## config.mk

```make
export PLATFORM = sky130hd
export DESIGN_NAME = efm_ctrl
export DESIGN_NICKNAME = d
export VERILOG_FILES = /design/src/hw/rtl/efm_pkg.sv /design/src/hw/rtl/efm_ctrl.sv
export SDC_FILE = /design/constraint.sdc
export NUM_CORES = 1
export LEC_CHECK = 0
export ABC_AREA = 1
export BUFFER_PORTS_ARGS = -buffer_cell sky130_fd_sc_hd__buf_2
export CORE_MARGIN = 1
export CORE_UTILIZATION = 44
export DETAILED_ROUTE_END_ITERATION = 10
export PLACE_DENSITY = 0.82
export SYNTH_ARGS = -nofsm -noshare
export SYNTH_HDL_FRONTEND = slang
export SYNTH_SLANG_ARGS = --single-unit
```

## constraint.sdc

```tcl
create_clock -name clk -period 1.2 [get_ports clk]
set_input_delay 0.12 -clock clk [delete_from_list [all_inputs] [get_ports clk]]
set_output_delay 0.12 -clock clk [all_outputs]
set_load 0.1 [all_outputs]
```

## src/hw/rtl/efm_pkg.sv

```systemverilog
// Shared types, constants and control structs of the elephant flow marker.
`timescale 1ns / 1ps
`default_nettype none

package efm_pkg;

    // Flow table geometry; BUCKETS must be a power of two.
    localparam int BUCKETS = 128;
    localparam int WAYS    = 4;
    localparam int IDX_W   = $clog2(BUCKETS);
    localparam int WAY_W   = (WAYS > 1) ? $clog2(WAYS) : 1;

    localparam logic [7:0]  PROTO_TCP       = 8'd6;
    localparam logic [7:0]  PROTO_UDP       = 8'd17;
    localparam logic [31:0] THRESHOLD_RESET = 32'd1000;
    localparam logic [7:0]  MARK_TOS_RESET  = 8'd192;

    // Register index taken from paddr[2]
    localparam logic REG_THRESHOLD = 1'b0;
    localparam logic REG_MARK_TOS  = 1'b1;

    typedef enum logic [2:0] {
        STAT_UNTRACKED = 3'd0,
        STAT_UPDATED   = 3'd1,
        STAT_INSERTED  = 3'd2,
        STAT_FULL      = 3'd3,
        STAT_FLUSHED   = 3'd4
    } flow_status_t;

    typedef enum logic [2:0] {
        ST_CLEAR,
        ST_IDLE,
        ST_MATCH,
        ST_UPDATE,
        ST_FLUSH,
        ST_RESPOND
    } ctrl_state_t;

    // One way of a bucket row
    typedef struct packed {
        logic        valid;
        logic [63:0] addrs;
        logic [39:0] ports;
        logic [31:0] total;
        logic        marked;
    } flow_entry_t;

    typedef flow_entry_t [WAYS-1:0] flow_row_t;

    // Commands from the controller to the datapath
    typedef struct packed {
        logic             capture;
        logic             match;
        logic             update;
        logic             respond;
        logic             clear_en;
        logic [IDX_W-1:0] clear_idx;
    } ctrl_cmd_t;

    // Status from the datapath to the controller
    typedef struct packed {
        logic in_flush;
        logic in_tracked;
        logic out_busy;
    } dp_status_t;

endpackage

`default_nettype wire

```

## src/hw/rtl/efm_ctrl.sv

```systemverilog
// Controller state machine: clearing sweeps, packet sequencing, result handoff.
`timescale 1ns / 1ps
`default_nettype none

module efm_ctrl (
    input  wire logic               clk,
    input  wire logic               rst_n,
    input  wire logic               in_valid,
    output logic                    in_ready,
    input  wire efm_pkg::dp_status_t st,
    output efm_pkg::ctrl_cmd_t      cmd
);
    import efm_pkg::*;

    ctrl_state_t      state_reg, state_next;
    logic [IDX_W-1:0] clr_cnt_reg, clr_cnt_next;
    logic             clr_last;

    assign clr_last = (clr_cnt_reg == IDX_W'(BUCKETS - 1));

    // State and sweep counter
    always_ff @(posedge clk or negedge rst_n)
    begin
        if (!rst_n)
        begin
            state_reg   <= ST_CLEAR;
            clr_cnt_reg <= '0;
        end
        else
        begin
            state_reg   <= state_next;
            clr_cnt_reg <= clr_cnt_next;
        end
    end

    // Next state and commands
    always_comb
    begin
        state_next    = state_reg;
        clr_cnt_next  = clr_cnt_reg;
        cmd           = '0;
        cmd.clear_idx = clr_cnt_reg;
        in_ready      = 1'b0;
        unique case (state_reg)
            ST_CLEAR:
            begin
                // Sweep every row after reset
                cmd.clear_en = 1'b1;
                clr_cnt_next = clr_cnt_reg + 1'b1;
                if (clr_last)
                begin
                    clr_cnt_next = '0;
                    state_next   = ST_IDLE;
                end
            end
            ST_IDLE:
            begin
                in_ready    = 1'b1;
                cmd.capture = in_valid;
                if (in_valid)
                begin
                    if (st.in_flush)
                        state_next = ST_FLUSH;
                    else if (st.in_tracked)
                        state_next = ST_MATCH;
                    else
                        state_next = ST_RESPOND;
                end
            end
            ST_MATCH:
            begin
                cmd.match  = 1'b1;
                state_next = ST_UPDATE;
            end
            ST_UPDATE:
            begin
                // Hold until the output register is free
                if (!st.out_busy)
                begin
                    cmd.update = 1'b1;
                    state_next = ST_IDLE;
                end
            end
            ST_FLUSH:
            begin
                cmd.clear_en = 1'b1;
                clr_cnt_next = clr_cnt_reg + 1'b1;
                if (clr_last)
                begin
                    clr_cnt_next = '0;
                    state_next   = ST_RESPOND;
                end
            end
            ST_RESPOND:
            begin
                if (!st.out_busy)
                begin
                    cmd.respond = 1'b1;
                    state_next  = ST_IDLE;
                end
            end
            default:
            begin
                state_next = ST_CLEAR;
            end
        endcase
    end

endmodule

`default_nettype wire

```

# After elaboration in Yosys (flattened, before gate mapping)
# Index checks and enable logic that the tools add are counted.
# classes
n_addsub	1
n_eq_ne	10
reduce_logical	4
mux	15
# ops
op	count
$mux 3	6
$pmux 3 s5	1
$ne 2x2->1 const B	4
$add 7x1->7 const B	1
$eq 7x7->1 const B	1
$mux 1	7
$mux 7	1
$eq 3x2->1 const B	2
$eq 3x3->1 const B	2
$reduce_and 4->1	1
$reduce_or 2->1	2
$eq 3x1->1 const B	1
$logic_not 3->1	1
# totals
reg_bits	10
out_inout_bits	13
inputBits	6

# Longest topological paths before layout
# Gate-level depths: netlist of run 1.
# depth
depth_word	4
depth_mapped	8
ltp_nobuf	8

# Worst setup path before layout of run 1
# No wires, ideal clock.
# synth_timing
path_kind	reg2out
from	register state_reg[1]
to	output cmd[11] (netlist name)
t_required_ps	1080
path_stages_with_launch	4
path_slack_ps	-1532
arrival_time_ps	2612
path_buffers	0
path_cell_list	dfrtp_1 > inv_2 > nand2_4 > nor3_1
# synth_lines
item	line	rtl
from (decl)	efm_ctrl.sv:15	ctrl_state_t state_reg, state_next;
from (signal assigned)	efm_ctrl.sv:31	state_reg <= state_next;
to (decl)	efm_ctrl.sv:11	output efm_pkg::ctrl_cmd_t cmd

==> results by group, run 1 <==
Outcome
  • Status: finished, violations left
  • Violated checks: setup timing

Clocking
  • TritonCTS clock tree: built
  • Clock Tree Buf Depth: 2
  • Clk sinks: 10
  • # H-tree levels: 1
  • Later-pin clock latency in the skew report: ~0.28 ns
  • TritonCTS Buffers: 3
  • Clk slew on worst S/H paths: around 0.080 ns
  • Buffer type at the clock tree root: clkbuf_4

Routing
  • Drt total wl: roughly 2.5 mm
  • 1st-iter DRT viols: 44
  • Per-cell routed wire length: roughly 18 um
  • ANT nets after route: 0
  • Post-route DRC: 0
  • Vias per cell: approximately 5.7
  • Vias: between 800 and 900
  • First-pass DRT Iterations: 4

Die
  • Die Y: ~41 um
  • # IOs: 19
  • CORE AREA: 1370 um^2
  • Die area: 1690 um^2
  • Die X: ~41 um
  • # rows: 13
  • Initial Util: between 40% and 50%

Synth
  • Ranking of synthesized cells by area: dfrtp_1, nand2_1, nand3_1, inv_1, nor2_1
  • Gate Count Post-Synth: 94
  • Synthesis-stage register bit count: 10
  • Synthesized cell area: roughly 670 um^2
  • Synth Area per Inst: 7.15 um^2
  • Synthesized Nets: 101
  • Largest area contributor in the netlist: dfrtp_1
  • Number of synthesis warnings: 0
  • Library cells used by synthesis: 21
  • Area share of the largest cell type after synthesis: between 30% and 40%
  • Sequential area share after synthesis: 37.2%

Placement
  • Dpl hpwl: 1.31 mm
  • Gp weighted congestion: 0.805
  • # port buffers: 18
  • Post-Place Setup Slack: -0.0164 ns

STA
  • Relative slew slack: ~83%
  • Hold Fails Final Rpt: 0
  • Final Max Slew Viols: 0
  • Max Freq: 689 MHz
  • Unrepaired setup endpoints after global routing: true
  • Worst clock skew: ~0.0068 ns
  • Tightest Pin Transition: 0.254 ns
  • Fin crit share: 121%
  • Final setup fails: 13
  • Period minus WS final: about 1.5 ns
  • Fin worst setup slack: -0.252 ns

Worst setup path
  • Endpoint type of the worst setup path: output pin
  • Worst Path Required: 1.08 ns
  • CP Max Fanout: 5
  • FF-to-FF Start: state_reg[1]
  • CP max stage cell: dfrtp_2
  • CP Launch Type: register
  • CP Class: reg2out
  • R2R depth: 5
  • CP cell instances: inv_2 -> nand3_1 -> nor2_4 -> buf_12
  • Reg2Reg Setup Slack: -0.11 ns
  • CP max stage delay: roughly 0.47 ns
  • Reg-to-reg endpoint: clr_cnt_reg[3]
  • Critical path data arrival time: ~1.3 ns

Final layout
  • Nets: approximately 140
  • Fill cells: 50
  • # diodes: 0
  • Commonest non-fill, non-tap cell in the layout: nand2_1
  • Share of cells above drive strength 1: 58.3%
  • Max reg flops: 7
  • P&R area growth vs syn: 85.7%
  • Commonest non-fill, non-tap cells in the layout: nand2_1, buf_12, inv_1

Min path
  • HP Class: in2async

Global route
  • Vias in the first global route: ~650
  • Largest net degree at the start of global routing: 11
  • Gr usage total: between 20 and 30%
  • Initial antenna violation count: 0
  • Global-route wire length before repair: 2.95 mm
  • Grt total ovfl: 0

Flow run
  • Max Cap Viol: 0
-- metal layers --
| metal | global-route usage (%) | vias up | wire, um |
|---|---|---|---|
| li1 | - | 357 | - |
| met4 | 10.8 | 0 | 94 |
| met1 | 38.1 | 370 | 975 |
| met2 | 44.5 | 64 | 1230 |
| met3 | 2.17 | 14 | 222 |
| met5 | 0 | - | 0 |
-- synthesized netlist by cell type --
master	number
nor2_4	1
inv_2	4
nand2_4	3
nand4_1	2
nor2_2	1
nand2_2	2
a21oi_1	1
ha_1	1
o21a_1	1
buf_6	1
nand3_1	10
and3_1	1
nand2_1	27
o21bai_1	1
nand3_2	1
xnor2_1	1
dfrtp_1	10
nor3_1	2
nor2_1	9
xor2_1	2
inv_1	13
-- worst max-delay path by stage --
stage	cells past startpoint	start	slack, ns	endpoint
finish	4	state_reg[1]	-0.25	cmd[8]
global route	3	state_reg[1]	-0.26	cmd[7]
CTS	4	state_reg[1]	-0.19	cmd[8]
detailed placement	7	clr_cnt_reg[1]	-0.02	clr_cnt_reg[0]
global placement	7	clr_cnt_reg[1]	0.02	clr_cnt_reg[0]
floorplan	6	state_reg[1]	-0.29	state_reg[2]
-- critical path, delay by kind of cell, from the launching register on --
kind / cells / cell delay, ns
buffers and inverters: 2 / 0.28
DFF: 1 / 0.47
and+or+nand+nor: 2 / 0.29
-- cells by family after synthesis --
logic type	synth area share, %
buf+inv	11.2
flops	37.2
fa+ha+maj	1.86
simple gates	42.8
compound gates	2.98
xor+xnor	3.91
-- per-stage QoR --
| step | util (%) | cell area [um^2] | cells | TNS [ns] | hold slack [ns] |
|---|---|---|---|---|---|
| finish | 91.3 | 1250 | 142 | -1.65 | 0.231 |
| floorplan | - | 751 | 94 | -2.02 | -0.176 |
| CTS | 86.5 | 1180 | 139 | -1.10 | 0.249 |
| global route | 91.3 | 1250 | 142 | -2.16 | 0.273 |
| global placement | 77.7 | 1060 | 129 | 0 | -0.00976 |
| detailed placement | 77.7 | 1060 | 129 | -0.0279 | -0.00447 |
-- what timing repair did --
| action | 4_1_cts | 5_1_grt |
|---|---|---|
| endpoints found under the hold margin | 10 | 0 |
| buffers inserted | 5 | 3 |
| pin swaps | 4 | 9 |
| endpoints found under the setup margin | 11 | 16 |
| resized for setup | 11 | 12 |
| hold buffers | 1 | 0 |
-- cell type report --
cell class	instances	area, um^2	share of cell area, %
Inverter	17	72.6	5.82
Multi-Input combinational cell	66	444	35.6
Tap cell	15	18.8	1.50
Sequential cell	10	275	22.1
Timing Repair Buffer	30	400	32.1
Clock buffer	4	36.3	2.91
Power of run 1 is left out: the tool's default activity adds up to more than one toggle a clock period on the data nets, which glitch-free logic cannot reach.
==> run 2, diff against run 1 <==
--- a/config.mk
+++ b/config.mk
@@ -11,6 +11,7 @@
 export CORE_UTILIZATION = 44
 export DETAILED_ROUTE_END_ITERATION = 10
 export PLACE_DENSITY = 0.82
+export REMOVE_ABC_BUFFERS = 1
 export SYNTH_ARGS = -nofsm -noshare
 export SYNTH_HDL_FRONTEND = slang
 export SYNTH_SLANG_ARGS = --single-unit
==> run 2 against run 1 <==
  * The flow still finishes with violations (setup timing)
  * Setup slack lost 0.070 ns
  * Clock-buffer cell count stayed put
  * Global-route usage is 8.9 points higher
  * Cell count up 3.5%
  * Flip-flop and latch count unchanged
  * Routed wire length rose by 19%
  * Die area is the same
  * Sequential share of layout area fell by 1.2 points
  * Fmax shrank 4.6%
  * First-iteration DRC count decreased by 18%
  * Core utilization decreased by 2.3 points
  * Largest cell class is now buffers
==> results by group, run 2 (same netlist as run 1, synthesis figures left out) <==
Clocking
  • Buffer type at the clock tree root: clkbuf_4 (unchanged)
  • Clock Tree Buf Depth: 2 (unchanged)
  • Clk slew on worst S/H paths: 0.07 ns (was 0.08 ns)
  • TritonCTS Buffers: 3 (unchanged)
  • Later-pin clock latency in the skew report: 0.29 ns (was 0.28 ns)
  • # H-tree levels: 1 (unchanged)
  • Clk sinks: 10 (unchanged)
  • TritonCTS clock tree: built (unchanged)

Worst setup path
  • CP Launch Type: register (unchanged)
  • Critical path data arrival time: 1.40 ns (was 1.33 ns)
  • CP Max Fanout: 5 (unchanged)
  • Endpoint type of the worst setup path: output pin (unchanged)
  • CP Class: reg2out (unchanged)
  • Reg2Reg Setup Slack: -0.22 ns (was -0.11 ns)
  • Worst Path Required: 1.08 ns (about the same)

STA
  • Fin worst setup slack: -0.322 ns (was -0.252 ns)
  • Hold Fails Final Rpt: 0 (unchanged)
  • Max Freq: 657 MHz (was 689 MHz)
  • Period minus WS final: 1.52 ns (was 1.45 ns)
  • Worst clock skew: 0.00540 ns (was 0.00681 ns)
  • Tightest Pin Transition: 0.265 ns (was 0.254 ns)
  • Unrepaired setup endpoints after global routing: true (unchanged)
  • Total Negative Setup Slacks: -2.36 ns (was -1.65 ns)
  • Relative slew slack: 82.3% (was 83.1%)
  • Final Max Slew Viols: 0 (unchanged)
  • Final setup fails: 17 (was 13)
  • Fin crit share: 127% (was 121%)

Global route
  • Grt total ovfl: 0 (unchanged)
  • Global-route wire length before repair: 3.71 mm (was 2.95 mm)
  • Grt peak-use layer: met2 (unchanged)
  • Vias in the first global route: 762 (was 647)
  • Met2 Use GR: 62.5% (was 44.5%)
  • Gr usage total: 36.6% (was 27.7%)
  • GR Util met3: 11.4% (was 2.17%)
  • Largest net degree at the start of global routing: 11 (unchanged)
  • GR Util met1: 41.1% (was 38.1%)
  • Initial antenna violation count: 0 (unchanged)

Die
  • Initial Util: 49.2% (unchanged)
  • Die area: 1690 um^2 (unchanged)
  • # IOs: 19 (unchanged)
  • # rows: 13 (unchanged)
  • Die X: 41.1 um (unchanged)
  • CORE AREA: 1370 um^2 (unchanged)
  • Die Y: 41.1 um (unchanged)

Final layout
  • # diodes: 0 (unchanged)
  • Max reg flops: 7 (unchanged)
  • Commonest non-fill, non-tap cell in the layout: nand2_1 (unchanged)
  • Nets: 140 (was 135)
  • P&R area growth vs syn: 81.0% (was 85.7%)
  • Fill cells: 53 (was 50)
  • Commonest non-fill, non-tap cells in the layout: nand2_1, buf_12, buf_4 (was nand2_1, buf_12, inv_1)
  • Final Util: 89.0% (was 91.3%)
  • Register area: 254 um^2 (was 275 um^2)
  • Area of the multi-input gates: 413 um^2 (was 444 um^2)
  • Share of cells above drive strength 1: 55.3% (was 58.3%)

Routing
  • First-pass DRT Iterations: 4 (unchanged)
  • 1st-iter DRT viols: 36 (was 44)
  • Vias per cell: 6.02 (was 5.67)
  • Vias: 885 (was 805)
  • Post-route DRC: 0 (unchanged)
  • Drt total wl: 3.00 mm (was 2.52 mm)
  • ANT nets after route: 0 (unchanged)
  • Per-cell routed wire length: 20.4 um (was 17.8 um)

Placement
  • Gp weighted congestion: 0.856 (was 0.805)
  • Dpl hpwl: 1.62 mm (was 1.31 mm)
  • # port buffers: 18 (unchanged)

Flow run
  • Max Cap Viol: 0 (unchanged)

Outcome
  • Violated checks: setup timing (unchanged)
  • Status: finished, violations left (unchanged)

Min path
  • HP Class: in2async (unchanged)
-- run 2: changes by cell type in the layout (fill, tap and decap cells not counted), sizes merged --
cell	change
inv	+1
buf	+5
clkinvlp	-1
-- run 2: metal layers --
metal  routed length, um  vias to the layer above
met5                   0                        -
met2                1390                       75
li1                    -                      368
met4                 233                        0
met1                1110                      407
met3                 266                       35
-- run 2: area by class of cell --
cell class,count,share of cell area [%]
multi-input combinational,66,34.0
tap,15,1.54
timing repair buffer,35,35.4
sequential,10,20.9
inverter,17,5.25
clock buffer,4,2.98
-- run 2: worst max-delay path: stages, from the launching register on --
cell	delay (ns)
dfrtp_2	0.46
inv_2	0.10
nand2_4	0.07
nor3_2	0.15
buf_4	0.15
buf_12	0.16
-- run 2: timing repair --
item | in CTS | in global routing
pin swaps | 6 | 2
setup endpoints to repair | 12 | 16
hold buffers | 1 | 0
setup buffers | 3 | 0
hold endpoints to repair | 10 | 0
resized for setup | 18 | 11
-- run 2: worst paths after layout --
path                       depth (start not counted)           start        endpoint
setup / recovery                                   5    state_reg[1]         cmd[11]
hold / removal                                     2           rst_n  clr_cnt_reg[1]
setup reg to reg                                   6    state_reg[1]    state_reg[0]
hold reg to reg                                    2  clr_cnt_reg[6]  clr_cnt_reg[6]
max in group asynchronous                          2           rst_n    state_reg[0]
min in group clk                                   6           st[2]    state_reg[1]
-- run 2: metrics by stage --
step           std cells  worst slack [ns]  instance area (um^2)  hold WS (ns)
6_report             147            -0.322                  1220         0.235
3_3_place_gp         139            0.0450                  1060       -0.0107
2_1_floorplan         93             -1.53                   661        -0.176
3_5_place_dp         139           -0.0502                  1060      -0.00858
5_1_grt              147            -0.327                  1220         0.257
4_1_cts              147            -0.221                  1180         0.236
Power of run 2 is left out for the same reason.
==> run 3, diff against run 2 <==
--- a/config.mk
+++ b/config.mk
@@ -5,12 +5,11 @@
 export SDC_FILE = /design/constraint.sdc
 export NUM_CORES = 1
 export LEC_CHECK = 0
-export ABC_AREA = 1
 export BUFFER_PORTS_ARGS = -buffer_cell sky130_fd_sc_hd__buf_2
 export CORE_MARGIN = 1
-export CORE_UTILIZATION = 44
+export CORE_UTILIZATION = 42
 export DETAILED_ROUTE_END_ITERATION = 10
-export PLACE_DENSITY = 0.82
+export PLACE_DENSITY = 0.81
 export REMOVE_ABC_BUFFERS = 1
 export SYNTH_ARGS = -nofsm -noshare
 export SYNTH_HDL_FRONTEND = slang
==> run 3 against run 2 <==
  * Synthesized area decreased by 16%
  * Synthesized cell count decreased by 37%
  * The run now fails in 5_1_grt
==> results by group, run 3 <==
STA
  • GR repair worst EP: cmd[11]
  • Worst endpoint type: output port

Die
  • Initial Util: 48.1% (was 49.2%)
  • # rows: 12 (was 13)
  • Die Y: 38.6 um (was 41.1 um)
  • Die X: 38.6 um (was 41.1 um)
  • # IOs: 19 (unchanged)

Clocking
  • Clk sinks: 10 (unchanged)
  • Clock Tree Buf Depth: 2 (unchanged)
  • TritonCTS Buffers: 3 (unchanged)
  • # H-tree levels: 1 (unchanged)
  • Buffer type at the clock tree root: clkbuf_4 (unchanged)

Synth
  • Main combinational cell family by area after synthesis: simple AND/OR/NAND/NOR gates (unchanged)
  • Synthesis-stage register bit count: 10 (unchanged)
  • Number of synthesized flops with an enable pin: 0 (unchanged)
  • Library cells used by synthesis: 27 (was 21)
  • Number of synthesis warnings: 0 (unchanged)
  • Synthesized cell area: 563 um^2 (was 672 um^2)
  • Synth cell count leaders: dfrtp_1, nor2_1, o21ai_1, a21oi_1, nand2_1 (was nand2_1, inv_1, dfrtp_1, nand3_1, nor2_1)
  • Mux cell area share after synthesis: 2.00% (was 0%)
  • Post-synthesis adder-cell area fraction: 2.22% (was 1.86%)
  • Sequential area share after synthesis: 44.4% (was 37.2%)
  • Most used DFF post-synth: dfrtp_1 (unchanged)
  • Area share of the largest cell type after synthesis: 44.4% (was 37.2%)
  • Ys async rst share: 100% (unchanged)
  • XOR/XNOR share of the synthesized area: 4.67% (was 3.91%)
  • Ranking of synthesized cells by area: dfrtp_1, xnor2_1, o21ai_1, a21oi_1, nand4_1 (was dfrtp_1, nand2_1, nand3_1, inv_1, nor2_1)
  • Gate Count Post-Synth: 59 (was 94)
  • Post-Synth Simple-Gate Area: 22.9% (was 42.8%)
  • Compound-cell area share of the yosys netlist: 19.1% (was 2.98%)
  • Most numerous cell in the Yosys netlist: dfrtp_1 (was nand2_1)
  • Largest area contributor in the netlist: dfrtp_1 (unchanged)
  • Synth Area per Inst: 9.54 um^2 (was 7.15 um^2)

Placement
  • Dpl cells: 105 (was 139)
  • Gp weighted congestion: 0.888 (was 0.856)
  • Dpl hpwl: 1.32 mm (was 1.62 mm)
  • # port buffers: 18 (unchanged)

Global route
  • Largest net degree at the start of global routing: 11

Outcome
  • Status: aborted with a tool error (was finished, violations left)
  • Stop stage: 5_1_grt
  • Stop Error: [ERROR DPL-0038] Utilization greater than 100%, impossible to legalize
==> run 3: changes by cell type after synthesis, moves of 3 or more <==
cell / delta
nand2_1: -23
nand2_4: -3
inv_1: -11
nor2_1: -4
inv_2: -4
nand3_1: -9
a21oi_1: +3
o21ai_1: +5
==> run 3: through the flow <==
stage	hold WS (ns)	TNS (ns)	area (um^2)	util [%]	worst slack, ns
3_3_place_gp	-0.0166	-0.139	967	82.6	-0.0438
3_5_place_dp	-0.0152	-0.585	967	82.6	-0.0993
4_1_cts	0.180	-1.43	1110	94.8	-0.186
2_1_floorplan	-0.176	-11.64	544	-	-1.76
==> run 3: logic make-up after synthesis <==
| family | after synthesis |
|---|---|
| buffers and inverters | 4 |
| adders and majority gates | 1 |
| xor gates and xnor gates | 3 |
| AOI/OAI and AO/OA | 17 |
| muxes | 1 |
| DFF | 10 |
| and+or+nand+nor | 23 |
==> run 3: timing repair <==
action / in CTS
cloned: 0
resized for setup: 24
hold buffers: 1
pin swaps: 8
endpoints found under the hold margin: 10
setup buffers: 5
setup endpoints to repair: 13
==> run 4, diff against run 3 <==
--- a/config.mk
+++ b/config.mk
@@ -6,10 +6,10 @@
 export NUM_CORES = 1
 export LEC_CHECK = 0
 export BUFFER_PORTS_ARGS = -buffer_cell sky130_fd_sc_hd__buf_2
-export CORE_MARGIN = 1
-export CORE_UTILIZATION = 42
+export CORE_AREA = 2 2 63 65
 export DETAILED_ROUTE_END_ITERATION = 10
-export PLACE_DENSITY = 0.81
+export DIE_AREA = 0 0 65 67
+export PLACE_DENSITY_LB_ADDON = 0.15
 export REMOVE_ABC_BUFFERS = 1
 export SYNTH_ARGS = -nofsm -noshare
 export SYNTH_HDL_FRONTEND = slang
==> constraint.sdc (replaced) <==
create_clock -name clk -period 1.6 [get_ports clk]
set_input_delay 0.16 -clock clk [delete_from_list [all_inputs] [get_ports clk]]
set_output_delay 0.16 -clock clk [all_outputs]
set_load 0.1 [all_outputs]
==> run 4 against run 3 <==
  * The flow now finishes without violations
  * Synthesized area did not move
  * Synthesized cell count stayed put
==> results by group, run 4 <==
Global route
  • Largest net degree at the start of global routing: 11
  • Grt total ovfl: 0
  • Vias in the first global route: 561
  • Global-route wire length before repair: 2.57 mm
  • Gr usage total: under 10%
  • Initial antenna violation count: 0

Final layout
  • Design Area, Final: roughly 860 um^2
  • Nets: a little over 90
  • Commonest non-fill, non-tap cell in the layout: buf_2
  • # diodes: 0
  • Register area: ~250 um^2
  • P&R area growth vs syn: 52.4%
  • Fill cells: 388
  • Commonest non-fill, non-tap cells in the layout: buf_2, dfrtp_1, buf_12
  • Max reg flops: 7
  • Area of the multi-input gates: around 290 um^2
  • Share of cells above drive strength 1: about a third

STA
  • Period minus WS final: about 1.5 ns
  • Fin crit share: between 90% and 100%
  • Max Freq: between 600 and 700 MHz
  • Hold Fails Final Rpt: 0
  • Final setup fails: 0
  • Tightest Pin Transition: a little under 0.5 ns
  • Unrepaired setup endpoints after global routing: true
  • Final Max Slew Viols: 0
  • Worst clock skew: 0.00322 ns
  • Relative slew slack: 67.6%

Worst setup path
  • CP Class: reg2out
  • CP max stage delay: 0.43 ns
  • Reg2Reg Setup Slack: about 0.26 ns
  • Setup crit start: state_reg[1]
  • R2R depth: 4
  • CP max stage cell: dfrtp_1
  • CP cell instances: nand2b_1 -> nor3_1 -> buf_12
  • Critical path data arrival time: about 1.4 ns
  • FF-to-FF Start: clr_cnt_reg[0]
  • CP Max Fanout: 6
  • Worst Path Required: roughly 1.4 ns
  • CP Launch Type: register
  • Reg-to-reg endpoint: state_reg[1]
  • Crit path capture: cmd[8]
  • Endpoint type of the worst setup path: output pin

Routing
  • Drt total wl: about 1.5 mm
  • Vias: between 500 and 600
  • Post-route DRC: 0
  • ANT nets after route: 0
  • 1st-iter DRT viols: 28
  • Vias per cell: 4.09
  • Per-cell routed wire length: between 10 and 15 um
  • First-pass DRT Iterations: 4

Clocking
  • Later-pin clock latency in the skew report: 0.23 ns
  • TritonCTS clock tree: built
  • Clock Tree Buf Depth: 2 (unchanged)
  • Clk slew on worst S/H paths: 0.04 ns
  • Clk sinks: 10 (unchanged)
  • Post-CTS Setup Inserts: 0 (was 5)
  • TritonCTS Buffers: 3 (unchanged)
  • # H-tree levels: 1 (unchanged)
  • Buffer type at the clock tree root: clkbuf_8 (was clkbuf_4)

Min path
  • Hold Crit Depth: 3
  • HP Class: in2reg

Synth
  • Most used DFF post-synth: dfrtp_1 (unchanged)
  • Gate Count Post-Synth: 59 (unchanged)
  • Most numerous cell in the Yosys netlist: dfrtp_1 (unchanged)
  • Sequential area share after synthesis: 44.4% (unchanged)
  • Area share of the largest cell type after synthesis: 44.4% (unchanged)
  • Synth Area per Inst: 9.54 um^2 (unchanged)
  • Synthesized cell area: 563 um^2 (unchanged)
  • Number of synthesized flops with an enable pin: 0 (unchanged)
  • Ys async rst share: 100% (unchanged)
  • Ranking of synthesized cells by area: dfrtp_1, xnor2_1, o21ai_1, a21oi_1, nand4_1 (unchanged)
  • Number of synthesis warnings: 0 (unchanged)
  • Largest area contributor in the netlist: dfrtp_1 (unchanged)
  • Library cells used by synthesis: 27 (unchanged)
  • Synth cell count leaders: dfrtp_1, nor2_1, o21ai_1, a21oi_1, nand2_1 (unchanged)
  • Synthesis-stage register bit count: 10 (unchanged)

Die
  • # IOs: 19 (unchanged)
  • CORE AREA: between 3000 and 4000 um^2
  • Die Y: 67 um (was 38.6 um)
  • # rows: 22 (was 12)
  • Initial Util: 15.6% (was 48.1%)
  • Die area: about 4400 um^2
  • Die X: 65 um (was 38.6 um)

Placement
  • # port buffers: 18 (unchanged)
  • Dpl hpwl: 1.12 mm (was 1.32 mm)
  • Gp weighted congestion: 0.685 (was 0.888)
  • DP Area: 807 um^2 (was 967 um^2)

Outcome
  • Status: finished, final reports clean (was aborted with a tool error)

Flow run
  • Max Cap Viol: 0
==> run 4: cell counts after synthesis <==
Identical to the previous run, type by type.
==> run 4: timing repair <==
action / CTS / global route
hold buffers: 1 / 0
endpoints found under the setup margin: 0 / 4
hold endpoints to repair: 10 / 0
gates resized for setup: 0 / 0
==> run 4: logic make-up after synthesis <==
group	count (synthesis)	synth area share, %
adders and majority gates	1	2.22
AOI/OAI and AO/OA	17	19.1
xor gates and xnor gates	3	4.67
and+or+nand+nor	23	22.9
muxes	1	2.00
DFF	10	44.4
buffers and inverters	4	4.67
==> run 4: worst min-delay path by stage <==
stage               startpoint             end  slack [ns]
global placement         rst_n  clr_cnt_reg[3]        0.04
global route          in_valid    state_reg[2]        0.30
finish                in_valid    state_reg[2]        0.28
floorplan                rst_n  clr_cnt_reg[0]       -0.14
CTS                   in_valid    state_reg[2]        0.27
detailed placement       rst_n  clr_cnt_reg[3]        0.04
==> run 4: metrics by stage <==
step	setup TNS, ns	cells	hold WS (ns)	util [%]	setup WS, ns
global route	-0.119	130	0.300	23.8	-0.0374
global placement	0	126	0.0378	22.4	0.264
floorplan	-6.24	57	-0.136	-	-1.40
finish	0	130	0.277	23.8	0.0539
detailed placement	0	126	0.0378	22.4	0.257
CTS	0	130	0.271	23.8	0.0277
==> run 4: critical path: cells and delay by family (launching register included) <==
family / cells / cell delay [ns]
DFF: 1 / 0.43
buffers and inverters: 1 / 0.22
and+or+nand+nor: 2 / 0.51
==> run 4: layout make-up <==
class                   count  area share [%]
well taps                  48            7.00
inverters                   2           0.875
clock buffers               3            4.81
multi-input cells          45            33.4
repair buffers             22            24.8
flip-flops and latches     10            29.2
==> run 4: per-layer routing <==
layer / track usage, % / wire length [um]
met5: 0 / 0
met4: 3.99 / 28
met3: 2.53 / 109
met2: 11.6 / 624
met1: 10.0 / 700
Power of run 4 is left out for the same reason.
